`src/ssd_pkg.sv`:
```
// ----------------------------------------------------------------------------
// ssd_pkg
// Types and constants shared by the sensor stream deframer modules.
// ----------------------------------------------------------------------------
package ssd_pkg;

	localparam int IDX_W = 7;	// fill index and delivery count width
	localparam int CFG_IDX_W = 2;
	localparam int CFG_DATA_W = 8;
	localparam int ERR_W = 16;
	localparam int CMD_DEPTH = 2;

	localparam logic [CFG_IDX_W-1:0] CFG_ENABLE = 2'd0;
	localparam logic [CFG_IDX_W-1:0] CFG_HEADER = 2'd1;
	localparam logic [CFG_IDX_W-1:0] CFG_LIMIT  = 2'd2;

	localparam logic [7:0] HEADER_RESET = 8'd19;
	localparam logic [IDX_W-1:0] LIMIT_RESET = 7'd64;
	localparam logic [7:0] BYTE_MASK = 8'hFF;

	typedef enum logic [1:0] {
		PH_HEADER  = 2'd0,
		PH_LENGTH  = 2'd1,
		PH_PAYLOAD = 2'd2,
		PH_CHECK   = 2'd3
	} parse_phase_t;

	typedef enum logic [1:0] {
		ST_DATA  = 2'd0,
		ST_EMPTY = 2'd1,
		ST_CSUM  = 2'd2,
		ST_OVER  = 2'd3
	} status_t;

	typedef enum logic [1:0] {
		BK_IDLE = 2'd0,
		BK_READ = 2'd1,
		BK_LOAD = 2'd2
	} back_state_t;

	typedef struct packed {
		logic [7:0] rx_byte;
	} rx_item_t;

	typedef struct packed {
		status_t          status;
		logic [7:0]       data_byte;
		logic [5:0]       byte_index;
		logic             last;
		logic [ERR_W-1:0] error_total;
	} res_item_t;

	// frame-end command from the parser to the emitter
	typedef struct packed {
		status_t          status;
		logic [IDX_W-1:0] count;
		logic [ERR_W-1:0] error_total;
	} cmd_t;

	// payload buffer write port
	typedef struct packed {
		logic             en;
		logic [IDX_W-1:0] addr;
		logic [7:0]       data;
	} buf_wr_t;

endpackage

```
`src/ssd_stream_if.sv`:
```
// ----------------------------------------------------------------------------
// ssd_stream_if
// Valid/ready channel carrying one item of a packed payload type.
// ----------------------------------------------------------------------------
interface ssd_stream_if #(
	parameter type payload_t = logic [7:0]
) ();
	logic     valid;
	logic     ready;
	payload_t payload;

	modport source (output valid, output payload, input ready);
	modport sink (input valid, input payload, output ready);
endinterface

```
`src/ssd_back.sv`:
```
// ----------------------------------------------------------------------------
// ssd_back
// Emitter: owns the payload buffer and turns commands into result items.
// ----------------------------------------------------------------------------
module ssd_back #(
	parameter int BUFFER_DEPTH = 64
) (
	input  logic             clk,
	input  logic             arst_n,
	input  ssd_pkg::buf_wr_t buf_wr,
	input  ssd_pkg::cmd_t    cmd_head,
	input  logic             cmd_empty,
	output logic             cmd_pop,
	output logic             drain_done,
	ssd_stream_if.source     res
);

	localparam int AW = (BUFFER_DEPTH > 1) ? $clog2(BUFFER_DEPTH) : 1;

	logic [7:0] mem [BUFFER_DEPTH];
	logic [7:0] rd_data_q;
	logic       rd_en;

	ssd_pkg::back_state_t state_q, state_d;
	logic [ssd_pkg::IDX_W-1:0] idx_q, idx_d;
	logic [ssd_pkg::IDX_W-1:0] cnt_q, cnt_d;
	logic [ssd_pkg::ERR_W-1:0] err_q, err_d;
	logic                      out_valid_q;
	ssd_pkg::res_item_t        out_q, out_d;
	logic                      load;
	logic                      slot_free;
	logic                      is_last;

	assign slot_free = !out_valid_q || res.ready;
	assign res.valid = out_valid_q;
	assign res.payload = out_q;
	assign is_last = (idx_q + 1'b1) == cnt_q;

	always_ff @(posedge clk) begin
		if (buf_wr.en) begin
			mem[buf_wr.addr[AW-1:0]] <= buf_wr.data;
		end
		if (rd_en) begin
			rd_data_q <= mem[idx_q[AW-1:0]];
		end
	end

	always_comb begin
		state_d = state_q;
		idx_d = idx_q;
		cnt_d = cnt_q;
		err_d = err_q;
		rd_en = 1'b0;
		load = 1'b0;
		cmd_pop = 1'b0;
		drain_done = 1'b0;
		out_d = '{status: cmd_head.status, data_byte: '0, byte_index: '0,
			last: 1'b1, error_total: cmd_head.error_total};
		unique case (state_q)
			ssd_pkg::BK_IDLE: begin
				if (!cmd_empty) begin
					if (cmd_head.status == ssd_pkg::ST_DATA) begin
						cmd_pop = 1'b1;
						idx_d = '0;
						cnt_d = cmd_head.count;
						err_d = cmd_head.error_total;
						state_d = ssd_pkg::BK_READ;
					end else if (slot_free) begin
						cmd_pop = 1'b1;
						load = 1'b1;
					end
				end
			end
			ssd_pkg::BK_READ: begin
				rd_en = 1'b1;
				state_d = ssd_pkg::BK_LOAD;
			end
			ssd_pkg::BK_LOAD: begin
				out_d = '{status: ssd_pkg::ST_DATA, data_byte: rd_data_q,
					byte_index: idx_q[5:0], last: is_last, error_total: err_q};
				if (slot_free) begin
					load = 1'b1;
					idx_d = idx_q + 1'b1;
					if (is_last) begin
						drain_done = 1'b1;
						state_d = ssd_pkg::BK_IDLE;
					end else begin
						state_d = ssd_pkg::BK_READ;
					end
				end
			end
			default: state_d = ssd_pkg::BK_IDLE;
		endcase
	end

	always_ff @(posedge clk or negedge arst_n) begin
		if (!arst_n) begin
			state_q <= ssd_pkg::BK_IDLE;
			out_valid_q <= 1'b0;
		end else begin
			state_q <= state_d;
			if (load) begin
				out_valid_q <= 1'b1;
			end else if (res.ready) begin
				out_valid_q <= 1'b0;
			end
		end
	end

	always_ff @(posedge clk) begin
		idx_q <= idx_d;
		cnt_q <= cnt_d;
		err_q <= err_d;
		if (load) begin
			out_q <= out_d;
		end
	end

endmodule

```
`src/flat_wrapper.sv`:
```
// flat-port wrapper written by rule: the top's interface ports become plain ports
module ssd_back_flat 
#(
	parameter int BUFFER_DEPTH = 64
)
  (clk, arst_n, buf_wr, cmd_head, cmd_empty, cmd_pop, drain_done, res_valid, res_payload, res_ready);
  ssd_stream_if res_i ();
  input  logic clk;
  input  logic arst_n;
  input  ssd_pkg::buf_wr_t buf_wr;
  input  ssd_pkg::cmd_t cmd_head;
  input  logic cmd_empty;
  output logic cmd_pop;
  output logic drain_done;
  output wire logic [$bits(res_i.valid)-1:0] res_valid;
  output wire logic [$bits(res_i.payload)-1:0] res_payload;
  input wire logic [$bits(res_i.ready)-1:0] res_ready;
  assign res_valid = res_i.valid;
  assign res_payload = res_i.payload;
  assign res_i.ready = res_ready;
  ssd_back #(.BUFFER_DEPTH(BUFFER_DEPTH)) u_core (.clk(clk), .arst_n(arst_n), .buf_wr(buf_wr), .cmd_head(cmd_head), .cmd_empty(cmd_empty), .cmd_pop(cmd_pop), .drain_done(drain_done), .res(res_i));
endmodule
```
`config.mk`:
```
export PLATFORM = sky130hd
export DESIGN_NAME = ssd_back_flat
export DESIGN_NICKNAME = d
export VERILOG_FILES = /design/src/ssd_pkg.sv /design/src/ssd_stream_if.sv /design/src/ssd_back.sv /design/src/flat_wrapper.sv
export SDC_FILE = /design/constraint.sdc
export NUM_CORES = 1
export LEC_CHECK = 0
export BUFFER_PORTS_ARGS = -buffer_cell sky130_fd_sc_hd__buf_2
export CAP_MARGIN = 20
export CORE_AREA = 2 2 64 66
export CTS_CLUSTER_DIAMETER = 30
export DETAILED_ROUTE_END_ITERATION = 10
export DIE_AREA = 0 0 66 68
export GPL_TIMING_DRIVEN = 1
export PLACE_DENSITY = 0.66
export SETUP_SLACK_MARGIN = 0.5
export SYNTH_ARGS = -nofsm -noshare
export SYNTH_HDL_FRONTEND = slang
export SYNTH_SLANG_ARGS = --single-unit
```
`constraint.sdc`:
```
create_clock -name clk -period 4 [get_ports clk]
set_clock_uncertainty 0.1 [all_clocks]
set_input_delay 0.2 -clock clk [delete_from_list [all_inputs] [get_ports clk]]
set_output_delay 0.2 -clock clk [all_outputs]
set_load 0.03 [all_outputs]
```
---- Yosys cells after proc, flatten, opt, wreduce, memory -nomap -nowiden ----
Cells that the tools add are included.
storage, ports and cells
  bits in registers ....................... 33
  output and inout bits ................... 11
  logic and storage cells ................. 45
cells by class
  $add $sub $neg .......................... 1
  eq/ne operators ......................... 6
  multiplexer cells ....................... 22
  bitwise operators ....................... 1
  reductions and logical operators ........ 9
operators with widths
  cell                 count
  $mux 7               3
  $pmux 7 s2           1
  $mux 1               12
  $mux 8               1
  $add 7x1->7 const B  1
  $eq 7x7->1           1
  $mux 2               3
  $pmux 2 s3           1
  $reduce_and 3->1     2
  $logic_not 2->1      2
  $ne 2x1->1 const B   2
  $reduce_and 4->1     1
  $reduce_bool 2->1    2
  $eq 2x1->1 const B   1
  $eq 2x2->1 const B   1
  $ne 2x2->1 const B   1
  $pmux 1 s2           1
  $logic_not 1->1      1
  $logic_or 1x1->1     1
  $not 1->1            1

---- Depth between registers and ports, before layout ----
  depth in word-level cells ............... 7
  mapped depth ............................ 6
  depth with buffers taken out ............ 6

---- Worst setup path after synthesis ----
No wires, ideal clock.
  path type ............................... reg2reg
  from .................................... register u_core.state_q[0]
  to ...................................... register u_core.idx_q[0] in the netlist's numbering (enable)
  library setup time ...................... 0.325 ns
  arrival time ............................ 2.507 ns
  data required time ...................... 3.575 ns
  slack ................................... 1.068 ns
  cell stages (with the launch flop) ...... 3
  period minus slack after synthesis ...... 2.932 ns
  path through ............................ dfrtp_1 -> nor4b_1 -> a21o_1
between the ends
  longest elaborated chain between the ends .. 3
  elaborated cells between the ends (all ways) .. 7
  those cells by class .................... eq/ne: 4; reduce/logical: 3
ends and longest elaborated chain
  what                                                  line             text
  start, declared                                       ssd_back.sv:24   ssd_pkg::back_state_t state_q, state_d;
  start signal, assigned                                ssd_back.sv:98   state_q <= ssd_pkg::BK_IDLE;
  start signal, assigned                                ssd_back.sv:101  state_q <= state_d;
  $eq 2x2->1 / $logic_not 2->1 (equally long branches)  ssd_back.sv:59   unique case (state_q)
  $ne 2x1->1 (no line), or another cell as far along    --
  $reduce_and 4->1 (no line) *                          --
  end signal, assigned                                  ssd_back.sv:111  idx_q <= idx_d;
  end, declared                                         ssd_back.sv:25   logic [ssd_pkg::IDX_W-1:0] idx_q, idx_d;
Every way passes the cells marked *; elsewhere a longest branch is shown, timed or not.
A chain may end at the register's enable or synchronous reset.

---- Final worst setup path ----
  from .................................... register u_core.idx_q[0] in the netlist's numbering
  to ...................................... output drain_done
between the ends
  longest elaborated chain between the ends .. 5
ends and longest elaborated chain
  what           line                text
  $add 7x1->7    ssd_back.sv:37      assign is_last = (idx_q + 1'b1) == cnt_q;
  $eq 7x7->1     ssd_back.sv:37
  $mux 1         ssd_back.sv:84      if (is_last) begin
  $mux 1         ssd_back.sv:81      if (slot_free) begin
  $mux 1         ssd_back.sv:59
  end, declared  flat_wrapper.sv:14  output logic drain_done;
No other way between the ends.

==> metrics.csv <==
metric,value,unit
Core Region,0.003856,mm2
Root Driver,clkbuf_8,
PortBufs,31,
n_diodes,0,
measured slew at the worst slew-check pin,0.7154,ns
DP Wirelength,1845,um
final core utilization,50.49,%
die area,0.004488,mm2
Yosys reg bits,33,
initial antenna violation count,0,
fin worst setup slack,1.205,ns
TritonCTS Buffers,5,
CP Capture Type,primary output,
Synth Flop Type,edfxtp_1,
vias in the first global route,993,
Overflow after GRT,0,
first-pass GRT wire length,4547,um
clk_lat worst skew,0.28,ns
area of the multi-input gates,494.2,um2
routability congestion estimate,0.7792,
Synth Net Count,164,
"Hold Vio Cnt, Final",0,
MaxCap Viol Count,0,
leakage,0.7636,nW
sequential share of the synthesized area,66.10,%
fill cell count,358,
ys async rst share,9.091,%
VDD IR-drop max,0.2259,mV
P_sw,402.1,uW
placed insts,197,
fmax,357.8,MHz
"commonest cells after routing, fill and taps aside","32 x buf_2, 30 x edfxtp_1, 26 x nand2_1",
Gate power share,29.8,%
setup TNS,0,ns
Detail Route Antenna Nets,0,
CTS sink cnt,33,
Pwr Density,615.0,mW/mm2
P_int,795.3,uW
"non-filler cells, final",220,
unrepaired setup endpoints after global routing,no,
maximum number of pins on one net before global-route repair,17,
Avg Vias per Cell,4.682,
Worst R2R Setup Slack,1.88,ns
slew margin rel.,52.21,%
total routed wirelength,2611,um
clock slew at reported path FFs,0.07,ns
Starting Density,38.29,%
post-placement worst setup slack,1.477,ns
Final Max Slew Viols,0,
Hold WC Path Type,input port to register,
"Min Clock Period, post-route",2.795,ns
CTS Buffer Depth,2,
clock group share of total power,25.1,%
Crit Path Category,register to primary output,
H-Tree Depth,2,
Remaining DRCs,0,
setup bufs post-CTS,0,
total global-route track usage,14.15,%
Mapped Area,0.001476,mm2
share of layout cells above drive strength 1,26.47,%
Placed Instance Area,0.001695,mm2
sequential share of power,45.0,%
Mean Syn Cell Area,12.51,um2
WL/cell,11.87,um
Worst Path Arrival,2.49,ns
fin area,0.001947,mm2
yosys warns,0,
"Period Utilization, post-route",69.87,%
status,"finished, final reports clean",
Nets,215,
# setup viols final,0,
DR vias,1030,
Register Area,975.9,um2
Initial DRC Count,68,
Sw Ratio,33.58,%
TritonCTS clock tree,built,
Die Y,68,um
Critical Path Fanout Max,5,
Post-synth EDFFs,30,
"Distinct cells, synth",27,
Cell Rows,23,
"most common cell after layout, fill and taps aside",buf_2,
first drt pass iteration count,4,
io pins,56,
CP Launch Type,register,
synthesis-to-finish area growth,31.86,%
Die Span X,66,um
Gate Count Post-Synth,118,
CP required,3.70,ns
-- worst max-delay path: stages (launching register included) --
cell,delay (ns)
edfxtp_1,0.46
ha_1,0.35
xnor2_1,0.16
o2111ai_1,0.15
a2111oi_2,0.36
o2111ai_1,0.21
nor4b_2,0.28
buf_2,0.23
-- per-layer routing --
| metal | up-vias | GRT usage (%) | part of all wire (%) |
|---|---|---|---|
| li1 | 522 | - | - |
| met1 | 475 | 16.49 | 44 |
| met2 | 27 | 23.11 | 48 |
| met3 | 6 | 5.428 | 5.7 |
| met4 | 0 | 6.888 | 2.1 |
| met5 | - | 0 | 0 |
-- worst paths after layout --
kind                                                from                              end  cells past startpoint
setup / recovery           u_core.idx_q[0]$_SDFFCE_PN0P_                       drain_done                      7
hold / removal                               cmd_head[4]        u_core.err_q[4]$_DFFE_PP_                      1
setup reg to reg           u_core.idx_q[0]$_SDFFCE_PN0P_    u_core.state_q[0]$_DFFE_PN0P_                      6
hold reg to reg                u_core.err_q[3]$_DFFE_PP_  u_core.res.payload[3]$_DFFE_PP_                      2
max in group asynchronous                         arst_n    u_core.state_q[0]$_DFFE_PN0P_                      2
min in group asynchronous                         arst_n    u_core.state_q[1]$_DFFE_PN0P_                      2
-- sequential cells by signal, summed over array words and instances (netlist names) --
register / cells
u_core.idx_q: 7
u_core.state_q: 2
u_core.cnt_q: 7
u_core.res.valid: 1
u_core.err_q: 8
u_core.res.payload: 8
-- final cells by class --
cell class	count	area share (%)
tap	50	3.213
multi-input combinational	82	25.39
timing repair buffer	47	15.81
clock inverter	2	1.735
clock buffer	6	3.728
sequential	33	50.13
-- synth_stat cells, drive strengths merged, types with 2 or more instances --
master	count	area share [%]
nand3	3	1.0
o2111ai	2	1.2
edfxtp	30	61
nor2	10	2.5
a21o	2	1.0
nand2b	7	3.0
clkbuf	3	0.85
nand2	26	6.6
o21ai	4	1.4
nor4b	2	1.6
xnor2	6	3.6
dfrtp	3	5.1
and2	3	1.3
xor2	6	3.6
-- power by group through the flow --
stage | sequential, mW | clock [mW] | combinational, mW
6_report | 0.539 | 0.301 | 0.357
5_1_grt | 0.550 | 0.331 | 0.403
4_1_cts | 0.541 | 0.307 | 0.356
3_5_place_dp | 0.548 | 0 | 0.347
3_3_place_gp | 0.545 | 0 | 0.339
2_1_floorplan | 0.595 | 0 | 0.202
-- what timing repair did --
item / 4_1_cts / 5_1_grt
gates resized for setup: 0 / 0
hold endpoints to repair: 12 / 4
hold buffers: 10 / 4
-- cells by family after synthesis --
kind of cell / Yosys count / share of synthesized area, %
buffers and inverters: 3 / 0.8473
AND/OR/NAND/NOR: 56 / 18.48
flip-flops: 33 / 66.10
adder cells (fa/ha/maj): 1 / 0.8473
AO/OA/AOI/OAI: 12 / 5.847
XOR/XNOR: 12 / 7.119
multiplexers: 1 / 0.7627
-- metrics by stage --
step	power [mW]	hold WS [ns]
after floorplan	0.7972	-0.1956
after global placement	0.8837	-0.09827
after detailed placement	0.8949	-0.09546
after CTS	1.204	0.0003567
after global routing	1.284	0.002706
final	1.197	0.002818
(Power assumes the default switching activity.)
