--- config.mk ---
export PLATFORM = sky130hd
export DESIGN_NAME = ssd_cmd_fifo
export DESIGN_NICKNAME = d
export VERILOG_FILES = /design/src/ssd_pkg.sv /design/src/ssd_cmd_fifo.sv
export SDC_FILE = /design/constraint.sdc
export NUM_CORES = 1
export LEC_CHECK = 0
export BUFFER_PORTS_ARGS = -buffer_cell sky130_fd_sc_hd__buf_2
export CORE_MARGIN = 1.5
export CORE_UTILIZATION = 39
export DETAILED_ROUTE_END_ITERATION = 16
export SETUP_SLACK_MARGIN = 0.4
export SLEW_MARGIN = 10
export SYNTH_ARGS = -nofsm -noshare
export SYNTH_HDL_FRONTEND = slang
export SYNTH_SLANG_ARGS = --single-unit
--- constraint.sdc ---
create_clock -name clk -period 1.96 [get_ports clk]
set_input_delay 0.294 -clock clk [delete_from_list [all_inputs] [get_ports clk]]
set_output_delay 0.294 -clock clk [all_outputs]
set_load 0.005 [all_outputs]
--- src/ssd_pkg.sv ---
// ----------------------------------------------------------------------------
// ssd_pkg
// Types and constants shared by the sensor stream deframer modules.
// ----------------------------------------------------------------------------
package ssd_pkg;

	localparam int IDX_W = 7;	// fill index and delivery count width
	localparam int CFG_IDX_W = 2;
	localparam int CFG_DATA_W = 8;
	localparam int ERR_W = 16;
	localparam int CMD_DEPTH = 2;

	localparam logic [CFG_IDX_W-1:0] CFG_ENABLE = 2'd0;
	localparam logic [CFG_IDX_W-1:0] CFG_HEADER = 2'd1;
	localparam logic [CFG_IDX_W-1:0] CFG_LIMIT  = 2'd2;

	localparam logic [7:0] HEADER_RESET = 8'd19;
	localparam logic [IDX_W-1:0] LIMIT_RESET = 7'd64;
	localparam logic [7:0] BYTE_MASK = 8'hFF;

	typedef enum logic [1:0] {
		PH_HEADER  = 2'd0,
		PH_LENGTH  = 2'd1,
		PH_PAYLOAD = 2'd2,
		PH_CHECK   = 2'd3
	} parse_phase_t;

	typedef enum logic [1:0] {
		ST_DATA  = 2'd0,
		ST_EMPTY = 2'd1,
		ST_CSUM  = 2'd2,
		ST_OVER  = 2'd3
	} status_t;

	typedef enum logic [1:0] {
		BK_IDLE = 2'd0,
		BK_READ = 2'd1,
		BK_LOAD = 2'd2
	} back_state_t;

	typedef struct packed {
		logic [7:0] rx_byte;
	} rx_item_t;

	typedef struct packed {
		status_t          status;
		logic [7:0]       data_byte;
		logic [5:0]       byte_index;
		logic             last;
		logic [ERR_W-1:0] error_total;
	} res_item_t;

	// frame-end command from the parser to the emitter
	typedef struct packed {
		status_t          status;
		logic [IDX_W-1:0] count;
		logic [ERR_W-1:0] error_total;
	} cmd_t;

	// payload buffer write port
	typedef struct packed {
		logic             en;
		logic [IDX_W-1:0] addr;
		logic [7:0]       data;
	} buf_wr_t;

endpackage

--- src/ssd_cmd_fifo.sv ---
// ----------------------------------------------------------------------------
// ssd_cmd_fifo
// Two-entry queue of frame-end commands between parser and emitter.
// ----------------------------------------------------------------------------
module ssd_cmd_fifo (
	input  logic          clk,
	input  logic          arst_n,
	input  logic          push,
	input  ssd_pkg::cmd_t push_data,
	input  logic          pop,
	output ssd_pkg::cmd_t head,
	output logic          empty,
	output logic          full
);

	localparam int PW = (ssd_pkg::CMD_DEPTH > 1) ? $clog2(ssd_pkg::CMD_DEPTH) : 1;
	localparam int CW = $clog2(ssd_pkg::CMD_DEPTH + 1);

	ssd_pkg::cmd_t mem_q [ssd_pkg::CMD_DEPTH];
	logic [PW-1:0] wr_ptr_q, rd_ptr_q;
	logic [CW-1:0] cnt_q;
	logic          do_push, do_pop;

	assign empty = (cnt_q == '0);
	assign full = (cnt_q == CW'(ssd_pkg::CMD_DEPTH));
	assign head = mem_q[rd_ptr_q];
	assign do_push = push && !full;
	assign do_pop = pop && !empty;

	always_ff @(posedge clk) begin
		if (do_push) begin
			mem_q[wr_ptr_q] <= push_data;
		end
	end

	always_ff @(posedge clk or negedge arst_n) begin
		if (!arst_n) begin
			wr_ptr_q <= '0;
			rd_ptr_q <= '0;
			cnt_q <= '0;
		end else begin
			if (do_push) begin
				wr_ptr_q <= (wr_ptr_q == PW'(ssd_pkg::CMD_DEPTH - 1)) ? '0 : wr_ptr_q + 1'b1;
			end
			if (do_pop) begin
				rd_ptr_q <= (rd_ptr_q == PW'(ssd_pkg::CMD_DEPTH - 1)) ? '0 : rd_ptr_q + 1'b1;
			end
			cnt_q <= cnt_q + CW'(do_push) - CW'(do_pop);
		end
	end

endmodule

After elaboration in Yosys (flattened, before gate mapping):

Memory sizes are Yosys's and may differ from the RTL's.
Index checks and enable logic that the tools add are counted.

* flip-flop bits (word level): 4
* memory bits (writable): 50
* bits of input ports: 29
* output and inout bits: 27
* memories: 1

* add/sub/neg operators: 4
* equality and inequality tests: 1
* muxes and demuxes: 4
* reductions and logical operators: 5

Memories
* mem_q: depth 2, bits a word 25, rd ports 1, clocked after Yosys merged registers in 0, write ports 1, RTL line ssd_cmd_fifo.sv:19 `ssd_pkg::cmd_t mem_q [ssd_pkg::CMD_DEPTH];`

Operators with widths (number)
* 1-bit two-way mux: 4
* 1-bit adder, second input constant: 2
* 2-bit by 1-bit adder with 2-bit output: 1
* 2-bit == test, second input constant: 1
* 1-bit logical AND: 2
* 1-bit zero test: 2
* 2-bit zero test: 1
* 2-bit by 1-bit subtractor with 2-bit output: 1

Longest topological paths before layout:

Gate-level depths: netlist of run 1.

* depth in word-level cells: 5
* gate-level depth with buffers: 7
* mapped depth without buffers: 7

Worst setup path after synthesis of run 1:

Ideal clock, no wire load.

* path type: register to register
* from: register cnt_q[1]
* to: memory mem_q[0][0] (netlist bit) (enable)
* setup time: 0.407 ns
* arrival: 1.661 ns
* setup slack: -0.108 ns
* cell stages (with the launch flop): 4
* period minus slack after synthesis: 2.068 ns
* cell sequence: dfrtp_1 > nand2b_1 > nand2_1 > nor2_1

* word-level cells in the longest chain between the ends: 5

Ends and longest elaborated chain
* start, declared: RTL line ssd_cmd_fifo.sv:21 `logic [CW-1:0] cnt_q;`
* start signal, assigned: RTL line ssd_cmd_fifo.sv:48 `cnt_q <= cnt_q + CW'(do_push) - CW'(do_pop);`
* 2-bit == test: RTL line ssd_cmd_fifo.sv:25 `assign full = (cnt_q == CW'(ssd_pkg::CMD_DEPTH));`
* 1-bit zero test: RTL line ssd_cmd_fifo.sv:27 `assign do_push = push && !full;`
* 1-bit logical AND: RTL line ssd_cmd_fifo.sv:27
* 1-bit two-way mux: RTL line ssd_cmd_fifo.sv:31 `if (do_push) begin`
* 1-bit two-way mux (implied by the code): RTL line ssd_cmd_fifo.sv:32 `mem_q[wr_ptr_q] <= push_data;`
* end, declared: RTL line ssd_cmd_fifo.sv:19

No other way between the ends.

==> results of run 1 <==
[Yosys cell counts, drive strengths merged]
master	n	area, sq um
and3	1	6.26
nand2b	1	6.26
xnor2	3	26.3
buf	3	51.3
dfrtp	4	100
nor2	2	7.51
inv	2	7.51
mux2	25	353
edfxtp	50	1500
ha	2	25.0
nor2b	1	8.76
xor2	1	8.76
nand2	1	3.75
[state kept, by name, summed over array words and instances, names as in the netlist]
| register | count |
|---|---|
| mem_q | 50 |
| cnt_q | 2 |
| rd_ptr_q | 1 |
| wr_ptr_q | 1 |
[area by class of cell]
type	instances	area, sq um	share of cell area, %
inverter	2	7.51	0.274
timing repair buffer	66	448	16.3
tap	70	87.6	3.19
sequential	54	1610	58.5
clock buffer	5	68.8	2.51
clock inverter	3	16.3	0.593
multi-input combinational	37	509	18.6
[placed cells by master, fill, tap and decap left out, drive strengths merged, types with 2 or more instances in the layout]
| master | n |
|---|---|
| mux2 | 25 |
| nor2 | 2 |
| clkbuf | 6 |
| buf | 64 |
| edfxtp | 50 |
| inv | 2 |
| dfrtp | 4 |
| clkinv | 2 |
| ha | 2 |
| xnor2 | 3 |
[routing by layer]
layer  wire length (um)  track usage [%]  part of all wire (%)
met1               1450             13.2                    42
met2               1710             20.4                    50
met3                238             5.51                   7.0
met4                 12             3.33                  0.35
met5                  0                0                     0
[power groups by stage]
| stage | clock network, mW | registers [mW] | logic (mW) |
|---|---|---|---|
| final | 0.579 | 1.72 | 1.54 |
| after global placement | 0 | 1.68 | 1.23 |
| after detailed placement | 0 | 1.70 | 1.26 |
| after global routing | 0.663 | 1.74 | 1.65 |
| after floorplan | 0 | 1.68 | 0.889 |
| after CTS | 0.605 | 1.68 | 1.37 |
[what timing repair did]
item,CTS,global route
endpoints found under the hold margin,4,0
endpoints found under the setup margin,26,37
gates resized for setup,9,16
setup buffers,3,1
pin swaps,3,4
hold buffers,1,0
cloned,0,1
[how the worst max path moves through the flow]
| stage | slack, ns | to | depth (start not counted) | startpoint |
|---|---|---|---|---|
| final | 0.29 | head[3] | 3 | rd_ptr_q |
| after global routing | 0.23 | head[3] | 3 | rd_ptr_q |
| after CTS | 0.27 | head[8] | 3 | rd_ptr_q |
| after detailed placement | 0.35 | cnt_q[1] | 7 | cnt_q[1] |
| after global placement | 0.47 | cnt_q[1] | 7 | cnt_q[1] |
| after floorplan | 0.40 | mem_q[1][0] | 2 | cnt_q[1] |
[metrics by stage]
| stage | instance area, sq um | std cells | utilization, % |
|---|---|---|---|
| floorplan | 2110 | 96 | - |
| global placement | 2470 | 223 | 47.8 |
| detailed placement | 2470 | 223 | 47.8 |
| CTS | 2640 | 235 | 51.0 |
| global route | 2740 | 237 | 53.0 |
| finish | 2740 | 237 | 53.0 |
[cell families after synthesis]
group / Yosys count / synth area share [%]
XOR/XNOR: 4 / 1.66
adder cells (fa/ha/maj): 2 / 1.19
buffers and inverters: 5 / 2.79
flip-flops: 54 / 76.1
multiplexers: 25 / 16.8
AND/OR/NAND/NOR: 6 / 1.55
==> impl_metrics.yaml, run 1 <==
run_status:
  outcome: "finished, final reports clean"
synthesis:
  synth_area_per_cell_sq_um: 21.9
  synth_cell_types: 15
  yosys_register_bits: 54
  synth_cells: 96
  synth_seq_area_share_pct: 76.1
  synth_warnings: 0
  syn_nets: 127
  syn_area_sq_um: 2110
setup_path:
  r2r_cells: 7
  worstPathMaxFanout: 9
  rr_startpoint: "cnt_q[0]"
  crit_slowest_cell: "dfrtp_2"
  path_class: "reg2out"
  r2r_slack_ns: 0.46
  path_buf_inv: 2
  regToRegEndpoint: "cnt_q[1]"
  cp_top_family: "flip-flops"
  endpoint_kind: "output port"
  arrival_ns: 1.38
  cpPeakStageDelay_ns: 0.47
  crit_chain: "clkbuf_16, mux2_4, buf_2"
  critPathLaunchType: "register"
  crit_required_ns: 1.67
power:
  swShare_pct: 28.0
  seqPwrFrac_pct: 44.7
  netSwitchingPower_mw: 1.08
  power_frac_comb_pct: 40.2
  p_leak_nw: 1.10
  clockPowerShare_pct: 15.1
  p_int_mw: 2.76
  ir_drop_mv: 0.909
  power_mw: 3.84
  power.density_nw_per_um2: 1400
grt:
  grt_max_degree: 21
  grt_pass1_wl_um: 5220
  antenna_found_initial: 0
  grt_usage_pct: 11.9
  grt_remaining_overflow: 0
  grt_pass1_vias: 1093
sta:
  max_slew_margin_pct: 83.9
  clock.fmax_mhz: 598
  fin_worst_skew_ns: 0.00305
  period_share_pct: 85.3
  finalSetupTns_ns: 0
  timing.final.ws_setup_ns: 0.288
  final-setup-viol-count: 0
  worst_pin_slew_ns: 0.240
  hold_slack_ns: 0.182
  rsz0062_at_grt: "true"
  maxSlewViolCount: 0
  fin_crit_ns: 1.67
  hold_viol_final: 0
clock_tree:
  cts.sinks: 54
  numCtsBuffers: 5
  cts_tree: "done"
  root_buffer: "clkbuf_8"
  clock_path_buffers: 2
  clock_latency_ns: 0.30
  path_clk_slew_ns: 0.09
  htree_num_levels: 2
die:
  num_rows: 26
  dieArea_sq_um: 5850
  io_pins: 56
  fp.dieH_um: 76.5
  core-area_sq_um: 5170
  start_util_pct: 40.7
  die_w_um: 76.5
placed_design:
  dp_slack_ns: 0.347
  numPortBuffers: 55
  place_hpwl_um: 2310
  gp_congestion: 0.666
min_path:
  hold_path.class: "in2reg"
  hold_depth: 1
  whs_endpoint: "mem_q[0][4]"
  min-delay-start: "push_data[4]"
route:
  routed_wl_um: 3400
  detail_route.wl_per_cell_um: 14.4
  viasPerCell: 4.45
  num_vias: 1055
  route.detailed.drc: 0
  antenna_left: 0
  drt-initial-drc-count: 39
  dr.pass1.iters: 4
final_layout:
  antenna_cells: 0
  fillerInstances: 418
  drive_gt1_share_pct: 65.9
  fin_nets: 197
  areaGrowthSynthToFinish_pct: 30.2
flow_run:
  cap_violations: 0
No activity file was read; power rests on OpenSTA's default activity.
==> inputs of run 2 (changes only) <==
- ABC_AREA: default -> 1
==> impl_metrics.yaml, run 2 <==
route:
  num_vias: 1301
  route.detailed.drc: 0
  drt-initial-drc-count: 80
  detail_route.wl_per_cell_um: 12.1
  dr.pass1.iters: 4
  antenna_left: 0
  routed_wl_um: 3650
  viasPerCell: 4.31
grt:
  antenna_found_initial: 0
  grt_max_degree: 27
  grt_pass1_wl_um: 5820
  grt_pass1_vias: 1238
  grt_usage_pct: 13.2
  grt_remaining_overflow: 0
sta:
  max_slew_margin_pct: 84.3
  fin_crit_ns: 1.54
  final-setup-viol-count: 0
  rsz0062_at_grt: "true"
  hold_viol_final: 0
  finalSetupTns_ns: 0
  fin_worst_skew_ns: 0.00568
  period_share_pct: 78.7
  maxSlewViolCount: 0
  worst_pin_slew_ns: 0.235
  clock.fmax_mhz: 649
  timing.final.ws_setup_ns: 0.418
clock_tree:
  clock_path_buffers: 2
  root_buffer: "clkbuf_8"
  cts_tree: "done"
  numCtsBuffers: 5
  cts.sinks: 54
  htree_num_levels: 2
  path_clk_slew_ns: 0.09
  clock_latency_ns: 0.30
power:
  swShare_pct: 31.7
  p_leak_nw: 1.19
  clockPowerShare_pct: 20.6
  power.density_nw_per_um2: 1400
  p_int_mw: 2.49
  power_frac_comb_pct: 33.2
  ir_drop_mv: 0.636
  seqPwrFrac_pct: 46.1
  netSwitchingPower_mw: 1.16
synthesis:
  synth_cell_types: 12
  synth_seq_area_share_pct: 76.5
  ys_async_sr_fraction_pct: 7.41
  syn_area_sq_um: 2090
  synth_warnings: 0
  synth_cells: 164
  synth_area_per_cell_sq_um: 12.8
  ys.flop_type: "edfxtp_1"
  synthTopCellsByCount: "83 x nand2_1, 50 x edfxtp_1, 10 x inv_1"
  synth_most_common_cell: "nand2_1"
  yosysTopAreaCellShare_pct: 71.7
  synth_top_area_cell: "edfxtp_1"
  yosys_register_bits: 54
  synth.top_cells.by_area: "edfxtp_1 72%, nand2_1 15%, dfrtp_1 4.8%"
  synth-edff-count: 50
  syn_nets: 195
die:
  start_util_pct: 40.7
  dieArea_sq_um: 5820
  io_pins: 56
  die_w_um: 76.3
  core-area_sq_um: 5140
  num_rows: 26
  fp.dieH_um: 76.3
placed_design:
  gp_congestion: 0.735
  place_hpwl_um: 2430
  numPortBuffers: 55
  dp_slack_ns: 0.420
setup_path:
  critPathLaunchType: "register"
  crit_required_ns: 1.67
  endpoint_kind: "output port"
  arrival_ns: 1.25
  path_class: "reg2out"
  worstPathMaxFanout: 26
final_layout:
  largest_register: "mem_q"
  final_common_cell: "nand2_1"
  reg_top3: "mem_q (50), cnt_q (2)"
  largest_reg_flops: 50
  fin_nets: 262
  antenna_cells: 0
  areaGrowthSynthToFinish_pct: 24.3
  drive_gt1_share_pct: 34.1
  fillerInstances: 489
  final_cell_mix: "83 x nand2_1, 55 x buf_2, 50 x edfxtp_1"
flow_run:
  cap_violations: 0
min_path:
  hold_path.class: "in2reg"
run_status:
  outcome: "finished, final reports clean"
run 2: changes by cell type in the layout (fill, tap and decap cells not counted), sizes merged, moves of 2 or more:
cell,previous run,this run
inv,2,11
mux2,25,0
nand3,0,3
xnor2,3,0
nand2,1,88
clkinv,2,0
run 2: path summary, 6_finish.rpt:
check | depth (start not counted) | slack [ns] | endpoint | start
worst max-delay path | 4 | 0.42 | head[14] | rd_ptr_q
worst min register to register | 2 | 0.48 | wr_ptr_q | wr_ptr_q
worst min-delay path | 1 | 0.17 | mem_q[0][7] | push_data[7]
worst max register to register | 7 | 0.53 | cnt_q[1] | cnt_q[1]
max in group asynchronous | 2 | 1.50 | rd_ptr_q | arst_n
min in group asynchronous | 2 | 0.32 | cnt_q[1] | arst_n
run 2: routing by layer:
| metal | share of wire (%) | track usage [%] | routed length [um] |
|---|---|---|---|
| met2 | 49 | 22.7 | 1790 |
| met5 | 0 | 0 | 0 |
| met3 | 5.8 | 4.67 | 212 |
| met1 | 44 | 15.4 | 1610 |
| met4 | 1.3 | 4.44 | 48 |
run 2: logic make-up after synthesis:
logic type / count (synthesis) / synth area share, %
buffers and inverters: 16 / 5.02
AND/OR/NAND/NOR: 92 / 17.3
adder cells (fa/ha/maj): 2 / 1.20
flip-flops: 54 / 76.5
run 2: worst max-delay path, cell delays in order (launching register included):
cell and delay [ns]:
dfrtp_2 0.50, inv_8 0.19, nand2_1 0.08, nand2_1 0.07, buf_2 0.11
run 2: power by group through the flow:
| stage | combinational [mW] | clock [mW] | sequential [mW] |
|---|---|---|---|
| 3_5_place_dp | 1.17 | 0 | 1.73 |
| 6_report | 1.21 | 0.753 | 1.68 |
| 4_1_cts | 1.24 | 0.775 | 1.69 |
| 3_3_place_gp | 1.16 | 0 | 1.72 |
| 5_1_grt | 1.38 | 0.820 | 1.71 |
| 2_1_floorplan | 0.785 | 0 | 1.66 |
run 2: cell type report:
| class | instances | area (sq um) | area share [%] |
|---|---|---|---|
| clock buffers | 7 | 86.3 | 3.32 |
| clock inverters | 1 | 30.0 | 1.15 |
| inverters | 11 | 48.8 | 1.87 |
| multi-input cells | 94 | 394 | 15.1 |
| flip-flops and latches | 54 | 1600 | 61.6 |
| well taps | 70 | 87.6 | 3.37 |
| repair buffers | 65 | 353 | 13.6 |
run 2: stage by stage:
stage / util [%] / hold WS [ns] / instances / total power, mW / cell area (sq um)
4_1_cts: 50.6 / 0.165 / 302 / 3.71 / 2600
3_5_place_dp: 47.7 / 0.110 / 290 / 2.90 / 2450
3_3_place_gp: 47.7 / 0.108 / 290 / 2.89 / 2450
2_1_floorplan: - / -0.00159 / 164 / 2.45 / 2100
6_report: 50.6 / 0.172 / 302 / 3.65 / 2600
5_1_grt: 50.6 / 0.156 / 302 / 3.91 / 2600
run 2: repair_timing:
item                       CTS  global route
buffers inserted             3             0
cloned                       0             0
hold buffers                 1             0
setup endpoints to repair   25            25
resized for setup            1             0
hold endpoints to repair     4             0
